--- src/hdl/rtbd_pkg.sv ---
// Shared types and constants of the RFID tag barcode decoder.
// Used by the front, queue, back and checker modules; depends on nothing.
package rtbd_pkg;

	localparam int NUM_DIGITS    = 10;
	localparam int BCD_BITS      = NUM_DIGITS * 4;
	localparam int BIN_BITS      = 30;
	localparam int BITS_PER_STEP = 3;
	localparam int CONV_STEPS    = BIN_BITS / BITS_PER_STEP;
	localparam int QUEUE_DEPTH   = 2;

	localparam logic [7:0] ASCII_ZERO  = 8'h30;
	// Lengths below this are copied bytes; from here up they are packed fields.
	localparam logic [3:0] SHORT_LIMIT = 4'd8;

	typedef enum logic [1:0] {
		STATUS_OK       = 2'd0,
		STATUS_BAD_LEN  = 2'd1,
		STATUS_TOO_WIDE = 2'd2
	} status_t;

	typedef logic [NUM_DIGITS-1:0][3:0] bcd_t;

	typedef struct packed {
		logic [31:0] word_low;
		logic [31:0] word_high;
		bcd_t        digits;
		status_t     status;
	} entry_t;

endpackage

--- src/hdl/rfid_tag_barcode_decode_core.sv ---
// RFID tag barcode decoder, top level.
// Input queue side: present tag_word_low / tag_word_high with push; the item is
// taken on a clock edge where push is high and full is low.
// Result queue side: while empty is low, one character of the barcode sits on
// char_code / char_pos / last_char / status; pop takes it. last_char marks the
// final character of a tag. A bad length or a number too wide for its field
// gives a single result with char_code 0, char_pos 0 and last_char set.
// Path: a short code or a bad length passes from the front's input registers
// through the queue to the output register; a long code first goes through the
// decimal conversion (three bits per cycle through the digit shifter).
// Flow: the output stage gives one character per cycle while pop is high, and a
// tag has up to 14 characters. The front takes a short code or a bad length
// every cycle while the queue has room, and no new item during a long code's
// conversion; a two-entry queue sits between so each side stalls on its own.
// While pop stays low only the output register stalls; the queue fills, then full rises.
// Reset empties the queue and output register; no state is kept between tags.
module rfid_tag_barcode_decode_core #(
	parameter int MAX_CHARS = 14
) (
	input  logic        clk,
	input  logic        arst_n,
	input  logic        push,
	input  logic [31:0] tag_word_low,
	input  logic [31:0] tag_word_high,
	output logic        full,
	input  logic        pop,
	output logic        empty,
	output logic [7:0]  char_code,
	output logic [3:0]  char_pos,
	output logic        last_char,
	output logic [1:0]  status
);
	import rtbd_pkg::*;

	entry_t q_wr_data;
	entry_t q_rd_data;
	logic   q_push;
	logic   q_full;
	logic   q_pop;
	logic   q_empty;

	rtbd_front #(
		.MAX_CHARS(MAX_CHARS)
	) u_front (
		.clk          (clk),
		.arst_n       (arst_n),
		.push         (push),
		.tag_word_low (tag_word_low),
		.tag_word_high(tag_word_high),
		.full         (full),
		.q_push       (q_push),
		.q_data       (q_wr_data),
		.q_full       (q_full)
	);

	rtbd_fifo u_fifo (
		.clk    (clk),
		.arst_n (arst_n),
		.wr_en  (q_push),
		.wr_data(q_wr_data),
		.full   (q_full),
		.rd_en  (q_pop),
		.rd_data(q_rd_data),
		.empty  (q_empty)
	);

	rtbd_back u_back (
		.clk       (clk),
		.arst_n    (arst_n),
		.head      (q_rd_data),
		.head_valid(!q_empty),
		.head_pop  (q_pop),
		.empty     (empty),
		.pop       (pop),
		.char_code (char_code),
		.char_pos  (char_pos),
		.last_char (last_char),
		.status    (status)
	);

endmodule

--- src/hdl/rtbd_fifo.sv ---
// Short queue of classified tags between the front and back of the decoder.
// Depends on rtbd_pkg for the entry type and depth.
module rtbd_fifo (
	input  logic            clk,
	input  logic            arst_n,
	input  logic            wr_en,
	input  rtbd_pkg::entry_t wr_data,
	output logic            full,
	input  logic            rd_en,
	output rtbd_pkg::entry_t rd_data,
	output logic            empty
);
	import rtbd_pkg::*;

	localparam int PTR_W = (QUEUE_DEPTH > 1) ? $clog2(QUEUE_DEPTH) : 1;

	entry_t             slots_q [QUEUE_DEPTH];
	logic [PTR_W-1:0]   wr_ptr_q;
	logic [PTR_W-1:0]   rd_ptr_q;
	logic [PTR_W:0]     count_q;

	assign full    = (count_q == (PTR_W+1)'(QUEUE_DEPTH));
	assign empty   = (count_q == '0);
	assign rd_data = slots_q[rd_ptr_q];

	always_ff @(posedge clk or negedge arst_n) begin
		if (!arst_n) begin
			wr_ptr_q <= '0;
			rd_ptr_q <= '0;
			count_q  <= '0;
		end else begin
			if (wr_en) begin
				wr_ptr_q <= (wr_ptr_q == PTR_W'(QUEUE_DEPTH-1)) ? '0 : wr_ptr_q + 1'b1;
			end
			if (rd_en) begin
				rd_ptr_q <= (rd_ptr_q == PTR_W'(QUEUE_DEPTH-1)) ? '0 : rd_ptr_q + 1'b1;
			end
			if (wr_en && !rd_en) begin
				count_q <= count_q + 1'b1;
			end else if (rd_en && !wr_en) begin
				count_q <= count_q - 1'b1;
			end
		end
	end

	always_ff @(posedge clk) begin
		if (wr_en) begin
			slots_q[wr_ptr_q] <= wr_data;
		end
	end

endmodule

--- src/hdl/rtbd_front.sv ---
// Front of the barcode decoder: takes a tag, classifies its length and converts
// the packed number to decimal digits. Depends on rtbd_pkg; feeds rtbd_fifo.
module rtbd_front #(
	parameter int MAX_CHARS = 14
) (
	input  logic             clk,
	input  logic             arst_n,
	input  logic             push,
	input  logic [31:0]      tag_word_low,
	input  logic [31:0]      tag_word_high,
	output logic             full,
	output logic             q_push,
	output rtbd_pkg::entry_t q_data,
	input  logic             q_full
);
	import rtbd_pkg::*;

	localparam int STEP_W = $clog2(CONV_STEPS);

	typedef enum logic [2:0] {
		FS_IDLE = 3'b001,
		FS_CONV = 3'b010,
		FS_PUSH = 3'b100
	} front_state_t;

	// One double-dabble step: correct each digit, then shift one binary bit in.
	function automatic bcd_t dabble_step(input bcd_t d, input logic b);
		bcd_t                adj;
		logic [BCD_BITS-1:0] flat;
		adj = d;
		for (int i = 0; i < NUM_DIGITS; i++) begin
			if (d[i] >= 4'd5) begin
				adj[i] = d[i] + 4'd3;
			end
		end
		flat = adj;
		return bcd_t'({flat[BCD_BITS-2:0], b});
	endfunction

	// Number of significant digits; zero still counts as one digit.
	function automatic logic [3:0] digit_count(input bcd_t d);
		logic [3:0] n;
		n = 4'd1;
		for (int i = 1; i < NUM_DIGITS; i++) begin
			if (d[i] != 4'd0) begin
				n = 4'(i + 1);
			end
		end
		return n;
	endfunction

	front_state_t          state_q;
	front_state_t          next_after_take;
	logic [STEP_W-1:0]     step_q;
	logic [31:0]           low_q;
	logic [31:0]           high_q;
	logic                  bad_q;
	logic                  long_q;
	logic [BIN_BITS-1:0]   bin_q;
	bcd_t                  bcd_q;
	bcd_t                  conv;
	logic [3:0]            len_in;
	logic                  in_bad;
	logic                  in_long;
	logic                  take;
	logic [3:0]            num_digits;
	logic                  too_wide;

	assign len_in  = tag_word_low[3:0];
	assign in_bad  = (len_in == 4'd0) || (len_in > 4'(MAX_CHARS));
	assign in_long = !in_bad && (len_in >= SHORT_LIMIT);
	assign next_after_take = in_long ? FS_CONV : FS_PUSH;

	// A new item may enter in the same cycle that the finished one leaves.
	assign q_push = (state_q == FS_PUSH) && !q_full;
	assign full   = !((state_q == FS_IDLE) || q_push);
	assign take   = push && !full;

	always_comb begin
		conv = bcd_q;
		for (int j = 0; j < BITS_PER_STEP; j++) begin
			conv = dabble_step(conv, bin_q[BIN_BITS-1-j]);
		end
	end

	// The digits fill positions 4 up to len-2, which leaves len-5 places.
	assign num_digits = digit_count(bcd_q);
	assign too_wide   = long_q && ((num_digits + 4'd5) > low_q[3:0]);

	always_comb begin
		q_data.word_low  = low_q;
		q_data.word_high = high_q;
		q_data.digits    = bcd_q;
		if (bad_q) begin
			q_data.status = STATUS_BAD_LEN;
		end else if (too_wide) begin
			q_data.status = STATUS_TOO_WIDE;
		end else begin
			q_data.status = STATUS_OK;
		end
	end

	always_ff @(posedge clk or negedge arst_n) begin
		if (!arst_n) begin
			state_q <= FS_IDLE;
			step_q  <= '0;
		end else begin
			unique case (state_q)
				FS_IDLE: begin
					if (take) begin
						state_q <= next_after_take;
						step_q  <= '0;
					end
				end
				FS_CONV: begin
					step_q <= step_q + 1'b1;
					if (step_q == STEP_W'(CONV_STEPS-1)) begin
						state_q <= FS_PUSH;
					end
				end
				FS_PUSH: begin
					if (take) begin
						state_q <= next_after_take;
						step_q  <= '0;
					end else if (q_push) begin
						state_q <= FS_IDLE;
					end
				end
				default: begin
					state_q <= FS_IDLE;
				end
			endcase
		end
	end

	always_ff @(posedge clk) begin
		if (take) begin
			low_q  <= tag_word_low;
			high_q <= tag_word_high;
			bad_q  <= in_bad;
			long_q <= in_long;
			bin_q  <= tag_word_high[31:2];
			bcd_q  <= '0;
		end else if (state_q == FS_CONV) begin
			bcd_q <= conv;
			bin_q <= {bin_q[BIN_BITS-BITS_PER_STEP-1:0], {BITS_PER_STEP{1'b0}}};
		end
	end

endmodule

--- src/hdl/rtbd_back.sv ---
// Back of the barcode decoder: walks the queued tag one character per cycle,
// as pop allows, into an output register. Depends on rtbd_pkg; reads rtbd_fifo.
module rtbd_back (
	input  logic             clk,
	input  logic             arst_n,
	input  rtbd_pkg::entry_t head,
	input  logic             head_valid,
	output logic             head_pop,
	output logic             empty,
	input  logic             pop,
	output logic [7:0]       char_code,
	output logic [3:0]       char_pos,
	output logic             last_char,
	output logic [1:0]       status
);
	import rtbd_pkg::*;

	logic [3:0]  pos_q;
	logic        out_valid_q;
	logic [7:0]  char_q;
	logic [3:0]  cpos_q;
	logic        last_q;
	status_t     status_q;

	logic [3:0]  len;
	logic        is_err;
	logic [63:0] tag_bits;
	logic [63:0] shifted;
	logic [3:0]  digit_idx;
	logic [3:0]  digit;
	logic [7:0]  cur_char;
	logic        cur_last;
	logic        advance;
	logic        emit;

	assign len     = head.word_low[3:0];
	assign is_err  = (head.status != STATUS_OK);
	assign advance = !out_valid_q || pop;
	assign emit    = advance && head_valid;
	assign head_pop = emit && cur_last;

	always_comb begin
		tag_bits  = {head.word_high, head.word_low};
		shifted   = tag_bits >> {pos_q + 4'd1, 3'b000};
		// Digits are right-aligned, so the one just left of the raw byte is the units.
		digit_idx = len - 4'd2 - pos_q;
		digit     = (digit_idx < 4'(NUM_DIGITS)) ? head.digits[digit_idx] : 4'd0;
		cur_last  = is_err || (pos_q == len - 4'd1);
		if (is_err) begin
			cur_char = 8'd0;
		end else if (len < SHORT_LIMIT) begin
			cur_char = shifted[7:0];
		end else begin
			case (pos_q)
				4'd0: cur_char = {2'b00, head.word_low[29:24]} + ASCII_ZERO;
				4'd1: cur_char = {2'b00, head.word_low[23:18]} + ASCII_ZERO;
				4'd2: cur_char = {2'b00, head.word_low[17:12]} + ASCII_ZERO;
				4'd3: cur_char = {4'b0000, head.word_high[1:0], head.word_low[31:30]}
					+ ASCII_ZERO;
				default: begin
					if (pos_q == len - 4'd1) begin
						cur_char = head.word_low[11:4];
					end else begin
						cur_char = {4'b0000, digit} + ASCII_ZERO;
					end
				end
			endcase
		end
	end

	always_ff @(posedge clk or negedge arst_n) begin
		if (!arst_n) begin
			pos_q       <= '0;
			out_valid_q <= 1'b0;
		end else begin
			if (advance) begin
				out_valid_q <= head_valid;
			end
			if (emit) begin
				pos_q <= cur_last ? 4'd0 : pos_q + 4'd1;
			end
		end
	end

	always_ff @(posedge clk) begin
		if (emit) begin
			char_q   <= cur_char;
			cpos_q   <= is_err ? 4'd0 : pos_q;
			last_q   <= cur_last;
			status_q <= head.status;
		end
	end

	assign empty     = !out_valid_q;
	assign char_code = char_q;
	assign char_pos  = cpos_q;
	assign last_char = last_q;
	assign status    = status_q;

endmodule

--- config.mk ---
export PLATFORM = sky130hd
export DESIGN_NAME = rfid_tag_barcode_decode_core
export DESIGN_NICKNAME = d
export VERILOG_FILES = /design/src/hdl/rtbd_pkg.sv /design/src/hdl/rfid_tag_barcode_decode_core.sv /design/src/hdl/rtbd_fifo.sv /design/src/hdl/rtbd_front.sv /design/src/hdl/rtbd_back.sv
export SDC_FILE = /design/constraint.sdc
export NUM_CORES = 1
export LEC_CHECK = 0
export BUFFER_PORTS_ARGS = -buffer_cell sky130_fd_sc_hd__buf_2
export CAP_MARGIN = 20
export CORE_MARGIN = 8
export CORE_UTILIZATION = 40
export CTS_BUF_LIST = sky130_fd_sc_hd__clkbuf_2 sky130_fd_sc_hd__clkbuf_4 sky130_fd_sc_hd__clkbuf_8
export DETAILED_ROUTE_END_ITERATION = 8
export SLEW_MARGIN = 20
export SYNTH_ARGS = -nofsm -noshare
export SYNTH_HDL_FRONTEND = slang
export SYNTH_SLANG_ARGS = --single-unit
--- constraint.sdc ---
create_clock -name clk -period 8.3 [get_ports clk]
set_input_delay 0.415 -clock clk [delete_from_list [all_inputs] [get_ports clk]]
set_output_delay 0.415 -clock clk [all_outputs]
set_load 0.1 [all_outputs]
==> impl_results.md, run 1 <==
- Minimum clock period: 4.044 ns
- Layout Skew: 0.04192 ns
- Final hold violation count: 0
- Netlist Area Pre-Place: 0.01833 mm^2
- WHS: 0.04587 ns
- Worst Tran Pin Value: 0.8598 ns
- Placed Cells: 1971
- DR WL/cell: 18.91 um
- Main synth FF type: edfxtp_1
- Synth top area cells: edfxtp_1 (53%), mux4_2 (7.0%), ha_1 (5.4%)
- Clock power share: 24.6%
- Vias per inst: 5.233
- Number of synthesized flops with an enable pin: 323
- Seq/Total Area, Yosys: 59.46%
- CTS tree: yes
- Outcome: finished clean
- CP startpoint: u_fifo.rd_ptr_q
- Int Pwr: 4.462 mW
- Area of the multi-input gates: 0.006900 mm^2
- Post-Synth XOR/XNOR Area: 2.232%
- RR Startpoint: u_fifo.rd_ptr_q
- Clock Sinks: 379
- Crit-path max cell delay: 0.98 ns
- Hold Crit Start: pop
- Post-Place Cell Area: 0.01938 mm^2
- GP Congestion: 0.8089
- Critical Path Start Type: register
- Die extent in y: 230.1 um
- Synth top cells by count: edfxtp_1 (323), inv_1 (80), ha_1 (79), nand2_1 (74), mux2i_1 (72)
- Fin cells: 2149
- Library cells used by synthesis: 78
- Worst skew pair latency: 0.60 ns
- Syn Inst Count: 1319
- Full die area: 0.05294 mm^2
- Max-cap violation count: 0
- Vias: 11.25k
- Worst-path cell chain: mux2i_1, ha_1, inv_1, ha_1, mux4_2, a22oi_1, a21oi_1, a31oi_1, nor2_1, o32a_1
- Final Setup Violations: 0
- Port Buffers: 84
- Post-synthesis adder-cell area fraction: 5.501%
- Final Total Pwr: 6.960 mW
- Hold Path Class: in -> reg
- Post-detailed-route count of antenna-violating nets: 0
- Register area: 0.01091 mm^2
- # fillers: 4019
- Synthesis-stage register bit count: 379
- Post-layout util: 47.03%
- Root Buffer: clkbuf_8
- Worst relative slew slack: 42.68%
- First-pass GRT wire length: 63770 um
- Die Width: 230.1 um
- RSZ-0062 raised after global routing: no
- Grt total ovfl: 0
- Async SR Flop Fraction: 4.222%
- GRT Overall Usage: 15.15%
- Fmax: 0.2473 GHz
- Data required time of the critical path: 8.65 ns
- Clk buf depth: 3
- I/O pin count: 85
- Reg clk slew, reported paths: 0.06 ns
- Pleak: 7.696 nW
- Count leader, synth: edfxtp_1
- Core area: 0.04528 mm^2
- Setup TNS: 0 ns
- Post-Synth Simple-Gate Area: 7.746%
- PwrDens: 326.8 mW/mm^2
- P_sw: 2.498 mW
- Syn nets: 1467
- Fraction of layout cells with a size suffix above 1: 20.93%
- Drt first-iter violations: 671
- Compound-gate portion of the synthesized area: 8.333%
- Area leader, netlist: edfxtp_1
- CP max FO: 49
- Largest net degree at the start of global routing: 58
- Std-Cell Rows: 78
- Post-CTS setup buffers: 0
- DRC violations left: 0
- Comb pwr share: 36.4%
- Final Cycle Share: 48.73%
- CP dominant cell by count: ha_1
- Worst Path Arrival: 4.39 ns
- Setup CP Type: reg -> reg
- Final wirelength: 40640 um
- Number of global-route vias before repair: 11.41k
- Final worst setup slack: 4.256 ns
- Design Area, Final: 0.02130 mm^2
- H-tree depth: 3
- Mean Syn Cell Area: 13.90 um^2
- Sw Ratio: 35.89%
- DPL Wire Length: 27890 um
- Area Growth Syn to Fin: 16.17%
- First-pass DRT Iterations: 5
- Seq pwr share: 39.0%
- Peak supply drop: 0.2825 mV
- Mux contribution to synthesized area: 13.72%
- Initial core utilization: 40.49%
- Synth top area share: 52.90%
- Pre-CTS setup slack: 4.178 ns
- Final Max Tran Viols: 0
- Setup crit end kind: register
- Num CTS Buffers: 67
- Final Net Count: 1645
- Crit path max-delay cell type: dfrtp_4
- Yosys warnings: 0
- Initial antenna violation count: 2
- Largest family of logic cells by synthesized area: multiplexers
## area by class of cell
type / count / area share, %
tap: 600 / 3.525
sequential: 379 / 51.20
clock inverter: 34 / 1.216
clock buffer: 86 / 5.058
multi-input combinational: 812 / 32.40
antenna: 1 / 0.01175
inverter: 83 / 1.475
timing repair buffer: 154 / 5.111
## flip-flops by register name (all words and copies together), names as in the netlist
| register | cells |
|---|---|
| u_fifo.slots_q | 212 |
| u_fifo.rd_ptr_q | 1 |
| u_back.status | 2 |
| u_front.state_q | 3 |
| u_front.bin_q | 30 |
| u_front.long_q | 1 |
| u_back.last_char | 1 |
| u_fifo.wr_ptr_q | 1 |
| u_front.low_q | 32 |
| u_back.pos_q | 4 |
| u_back.char_pos | 4 |
| u_front.q_data | 40 |
| u_front.step_q | 4 |
| u_back.char_code | 8 |
| u_back.out_valid_q | 1 |
| u_fifo.count_q | 2 |
| u_front.high_q | 32 |
| u_front.bad_q | 1 |
## logic make-up after synthesis
family,Yosys count
xor+xnor,45
fa+ha+maj,80
simple gates,283
compound gates,230
flops,379
mux,174
buf+inv,128
## power groups by stage
stage / clock network [mW] / logic (mW) / registers [mW]
floorplan: 0 / 1.79 / 2.85
global placement: 0 / 2.49 / 2.74
detailed placement: 0 / 2.52 / 2.75
CTS: 1.77 / 2.56 / 2.72
global route: 1.84 / 2.77 / 2.75
finish: 1.71 / 2.53 / 2.71
## final timing paths
check                      cells after the start                     to  slack [ns]
min in group asynchronous                      2      u_front.step_q[2]        0.29
min                                            2     u_back.out_valid_q        0.05
min reg2reg                                    0  u_fifo.slots_q[0][52]        0.42
max in group asynchronous                      2     u_front.state_q[0]        7.65
max                                           10    u_back.char_code[2]        4.26
max reg2reg                                   10    u_back.char_code[2]        4.26
## cell usage in the layout (no fill, tap or decap), drive strengths merged, types with 10 or more instances in the layout
cell         count
a21oi           43
and3            11
buf             97
clkbuf          86
clkinv          24
dfrtp           15
dfxtp           40
dlygate4sd3     57
edfxtp         323
ha              79
inv             88
mux2            45
mux2i           72
mux4            57
nand2           74
nand2b          38
nand3           19
nor2            70
nor2b           22
nor3b           23
o21ai           67
o22ai           26
xnor2           35
xor2            10
## per-layer routing
layer	global-route usage [%]	vias up	wire length, um
li1	-	5382	-
met1	20.59	5551	18680
met2	24.10	253	19150
met3	3.140	60	1901
met4	4.811	0	910
met5	0	-	0
## worst max-delay path, delay by kind of cell (launching register included)
family	cells	cell delay (ns)
muxes	2	0.83
adders and majority gates	2	1.11
AOI/OAI and AO/OA	4	0.78
DFF	1	0.98
buffers and inverters	1	0.04
and+or+nand+nor	1	0.06
## timing repair
action / CTS / global route
hold buffers: 56 / 1
gates resized for setup: 0 / 0
hold endpoints to repair: 70 / 1
(Power assumes the default switching activity.)
==> run 2, diff against run 1 <==
==> constraint.sdc (replaced) <==
create_clock -name clk -period 3.47 [get_ports clk]
set_input_delay 0.1735 -clock clk [delete_from_list [all_inputs] [get_ports clk]]
set_output_delay 0.1735 -clock clk [all_outputs]
set_load 0.1 [all_outputs]
==> impl_results.md, run 2 (synthesis results as in run 1) <==
- Met1 wire length: 19280 um
- I/O pin count: 85
- First-pass DRT Iterations: 9
- Num CTS Buffers: 68
- Data required time of the critical path: 3.99 ns
- Clk buf depth: 3
- GP Congestion: 0.8285
- RSZ-0062 raised after global routing: yes
- Worst Tran Pin Value: 0.7235 ns
- # diodes: 0
- Pleak: 8.374 nW
- CTS tree: yes
- Setup CP Type: reg -> reg
- Drt first-iter violations: 672
- Worst relative slew slack: 51.77%
- Root Buffer: clkbuf_8
- Initial antenna violation count: 1
- Largest net degree at the start of global routing: 100
- Clock Sinks: 379
- Setup crit end kind: register
- Wire length on met2: 19950 um
- Outcome: finished clean
- Peak supply drop: 0.6127 mV
- Pre-CTS setup slack: -0.04436 ns
- GRT Overall Usage: 15.40%
- Reg clk slew, reported paths: 0.06 ns
- Worst Path Arrival: 3.90 ns
- Final worst setup slack: 0.09166 ns
- RR Startpoint: u_front.q_data[3]
- Hold Path Class: in -> async
- Top reg by flops: u_fifo.slots_q
- Grt total ovfl: 0
- WHS: 0.07716 ns
- Port Buffers: 84
- Core area: 0.04528 mm^2
- Area Growth Syn to Fin: 23.18%
- Final Total Pwr: 17.27 mW
- Initial core utilization: 40.49%
- Worst skew pair latency: 0.61 ns
- Critical Path Start Type: register
- Final hold violation count: 0
- Max-cap violation count: 0
- Final Net Count: 1743
- Post-detailed-route count of antenna-violating nets: 0
- Die extent in y: 230.1 um
- Max reg flops: 212
- Final wirelength: 41930 um
- CP startpoint: u_front.q_data[3]
- Final Setup Violations: 0
- Max layer used: met4
- H-tree depth: 3
- Vias: 11.77k
- DR WL/cell: 18.66 um
- DRC violations left: 0
- Minimum clock period: 3.378 ns
- Std-Cell Rows: 78
- Full die area: 0.05294 mm^2
- First-pass GRT wire length: 65290 um
- Fraction of layout cells with a size suffix above 1: 30.97%
- Final Max Tran Viols: 0
- Fmax: 0.2960 GHz
- Wire length on met3: 1751 um
- Final Cycle Share: 97.36%
- Vias per inst: 5.239
- DPL Wire Length: 28190 um
- Number of global-route vias before repair: 11.93k
- # fillers: 3924
- Leading cell type in the layout, fill and taps excluded: edfxtp_1
- CP max FO: 4
- Layout Skew: 0.03417 ns
- Commonest cells after routing, fill and taps aside: edfxtp_1 (323), buf_4 (93), buf_2 (84)
- PwrDens: 764.6 mW/mm^2
- Die Width: 230.1 um
## run 2: layout make-up
cell class | instances | area [um^2] | share of cell area, %
timing repair buffer | 251 | 1929 | 8.543
inverter | 83 | 316.6 | 1.402
sequential | 379 | 10920 | 48.35
clock inverter | 30 | 191.4 | 0.8477
multi-input combinational | 812 | 7341 | 32.51
tap | 600 | 750.7 | 3.324
clock buffer | 92 | 1135 | 5.025
## run 2: path summary, 6_finish.rpt
kind / end / slack (ns) / cells after the start
setup / recovery: u_front.q_data[4] / 0.09 / 16
max in group asynchronous: u_front.state_q[0] / 3.04 / 2
hold / removal: u_fifo.count_q[1] / 0.08 / 2
min in group clk: u_front.low_q[20] / 0.29 / 2
setup reg to reg: u_front.q_data[4] / 0.09 / 16
hold reg to reg: u_fifo.slots_q[1][81] / 0.44 / 0
## run 2: critical path, stage by stage, from the launching register on
cell      delay [ns]
dfxtp_2         0.35
inv_4           0.05
ha_4            0.14
nand2b_4        0.14
a21o_1          0.19
xnor2_2         0.24
ha_2            0.23
nand2b_4        0.14
nor2_2          0.03
mux2_4          0.25
a311o_1         0.38
ha_2            0.22
nor2b_4         0.16
a211oi_2        0.06
nor3_2          0.29
mux2_4          0.33
o22ai_2         0.10
## run 2: power by group
group	internal (mW)	switching [mW]	leakage, nW
logic	2.87	4.02	4.14
registers	5.96	0.360	3.52
clock network	2.22	1.83	0.715
total	11.1	6.21	8.37
## run 2: through the flow
| stage | util, % | instances | TNS [ns] | cell area, um^2 |
|---|---|---|---|---|
| floorplan | - | 1319 | -0.8700 | 18420 |
| global placement | 44.16 | 2039 | 0 | 20000 |
| detailed placement | 44.16 | 2039 | -0.05554 | 20000 |
| CTS | 48.63 | 2228 | -0.01756 | 22020 |
| global route | 49.87 | 2247 | -0.4369 | 22580 |
| finish | 49.87 | 2247 | 0 | 22580 |
## run 2: layer usage
metal / global-route usage [%] / up-vias
met2: 24.25 / 244
met1: 21.36 / 5873
met4: 4.672 / 0
li1: - / 5584
met3: 3.004 / 72
met5: 0 / -
## run 2: timing repair
action,in CTS,in global routing
pin swaps,0,26
endpoints found under the hold margin,114,0
hold buffers,67,0
endpoints found under the setup margin,3,30
buffers inserted,0,19
resized for setup,3,107
==> run 3, diff against run 2 <==
--- a/config.mk
+++ b/config.mk
@@ -7,8 +7,9 @@
 export LEC_CHECK = 0
 export BUFFER_PORTS_ARGS = -buffer_cell sky130_fd_sc_hd__buf_2
 export CAP_MARGIN = 20
+export CORE_ASPECT_RATIO = 0.5
 export CORE_MARGIN = 8
-export CORE_UTILIZATION = 40
+export CORE_UTILIZATION = 30
 export CTS_BUF_LIST = sky130_fd_sc_hd__clkbuf_2 sky130_fd_sc_hd__clkbuf_4 sky130_fd_sc_hd__clkbuf_8
 export DETAILED_ROUTE_END_ITERATION = 8
 export SLEW_MARGIN = 20
==> impl_results.md, run 3 (synthesis results as in run 1) <==
- Pre-CTS setup slack: -0.04139 ns
- Commonest cells after routing, fill and taps aside: edfxtp_1 (323), buf_4 (97), buf_2 (84)
- First-pass GRT wire length: 65260 um
- Final Net Count: 1736
- Initial core utilization: 30.17%
- Final hold violation count: 0
- CTS tree: yes
- Max reg flops: 212
- # diodes: 0
- Minimum clock period: 3.294 ns
- Post-detailed-route count of antenna-violating nets: 0
- Setup CP Type: reg -> reg
- GP Congestion: 0.8307
- Setup crit end kind: register
- Die Width: 365.6 um
- Outcome: finished clean
- Vias: 11.59k
- Die extent in y: 190.8 um
- DRC violations left: 0
- Final Max Tran Viols: 0
- Worst relative slew slack: 39.95%
- First-pass DRT Iterations: 5
- Final wirelength: 42780 um
- Port Buffers: 84
- Worst skew pair latency: 0.61 ns
- Num CTS Buffers: 59
- Data required time of the critical path: 4.01 ns
- Placed Cells: 2276
- PwrDens: 767.0 mW/mm^2
- Largest net degree at the start of global routing: 100
- Worst Path Arrival: 3.83 ns
- Grt total ovfl: 0
- Cell family with most CP delay: compound AO/OA/AOI/OAI gates
- Fmax: 0.3036 GHz
- Register area: 0.01092 mm^2
- Leading cell type in the layout, fill and taps excluded: edfxtp_1
- Clk buf depth: 3
- R2r setup slk: 0.18 ns
- Critical Path Start Type: register
- Clock Sinks: 379
- GRT Overall Usage: 11.78%
- Reg clk slew, reported paths: 0.07 ns
- Max-cap violation count: 0
- Top reg by flops: u_fifo.slots_q
- Root Buffer: clkbuf_8
- Core area: 0.06078 mm^2
- Crit path max-delay cell type: a311o_1
- Vias per inst: 4.706
- Final Setup Violations: 0
- Peak supply drop: 0.5142 mV
- Drt first-iter violations: 622
- Worst Tran Pin Value: 0.8974 ns
- H-tree depth: 2
- Layout Skew: 0.01952 ns
- Final Cycle Share: 94.92%
- Final worst setup slack: 0.1761 ns
- Hold Path Class: in -> async
- Buf/Inv on CP: 1
- Fraction of layout cells with a size suffix above 1: 29.18%
- Area of the multi-input gates: 0.007196 mm^2
- CP max FO: 4
- Fin cells: 2463
- Full die area: 0.06976 mm^2
- Worst-path cell chain: inv_1, ha_2, nand2b_4, a21o_1, xnor2_2, ha_2, nand2b_4, nor2_1, mux2_2, a311o_1, ha_2, nor2b_4, a211oi_2, nor3_2, mux2_4, o22ai_2
- Area Growth Syn to Fin: 24.01%
- CP dominant cell by count: ha_2
- I/O pin count: 85
- Crit-path max cell delay: 0.38 ns
- # fillers: 5725
- Number of global-route vias before repair: 11.45k
- Initial antenna violation count: 1
- Std-Cell Rows: 64
- DR WL/cell: 17.37 um
- DPL Wire Length: 29910 um
- Pleak: 8.324 nW
[run 3: area by class of cell]
type	count	area share (%)
Clock buffer	85	4.705
Timing Repair Buffer	253	8.442
Inverter	83	1.381
Tap cell	825	4.540
Multi-Input combinational cell	812	31.65
Sequential cell	379	48.01
Clock inverter	26	1.271
[run 3: power breakdown]
group	switching, mW	internal (mW)	leakage, nW
logic	4.00	2.88	4.10
registers	0.370	5.96	3.52
clock network	1.78	2.45	0.710
total	6.16	11.3	8.32
[run 3: metal layers]
layer  vias to the layer above  routed length, um  global-route usage, %
li1                       5573                  -                      -
met1                      5747              18870                  15.41
met2                       208              21420                  20.33
met3                        62               1582                  1.655
met4                         0                895                  3.375
met5                         -                  0                      0
[run 3: repair_timing]
action | 4_1_cts | 5_1_grt
pin swaps | 0 | 26
hold endpoints to repair | 114 | 0
setup buffers | 0 | 9
endpoints found under the setup margin | 3 | 29
gates resized for setup | 2 | 73
hold buffers | 67 | 0
[run 3: worst paths after layout]
kind | start | cells past startpoint | end
setup / recovery | u_front.q_data[3] | 16 | u_front.q_data[4]
hold / removal | arst_n | 2 | u_fifo.wr_ptr_q
setup reg to reg | u_front.q_data[3] | 16 | u_front.q_data[4]
hold reg to reg | u_front.high_q[8] | 0 | u_fifo.slots_q[1][50]
max in group asynchronous | arst_n | 2 | u_fifo.rd_ptr_q
min in group clk | tag_word_low[31] | 2 | u_front.low_q[31]
[run 3: metrics by stage]
step | area, um^2 | setup TNS, ns | power [mW] | utilization [%] | hold slack, ns
floorplan | 18420 | -0.8700 | 11.23 | - | -0.1221
global placement | 20350 | 0 | 12.99 | 33.48 | 0.1560
detailed placement | 20350 | -0.04139 | 13.05 | 33.48 | 0.1580
CTS | 22390 | 0 | 17.38 | 36.83 | 0.01090
global route | 22740 | -0.2282 | 18.36 | 37.41 | 0.04788
finish | 22740 | 0 | 17.44 | 37.41 | 0.04731
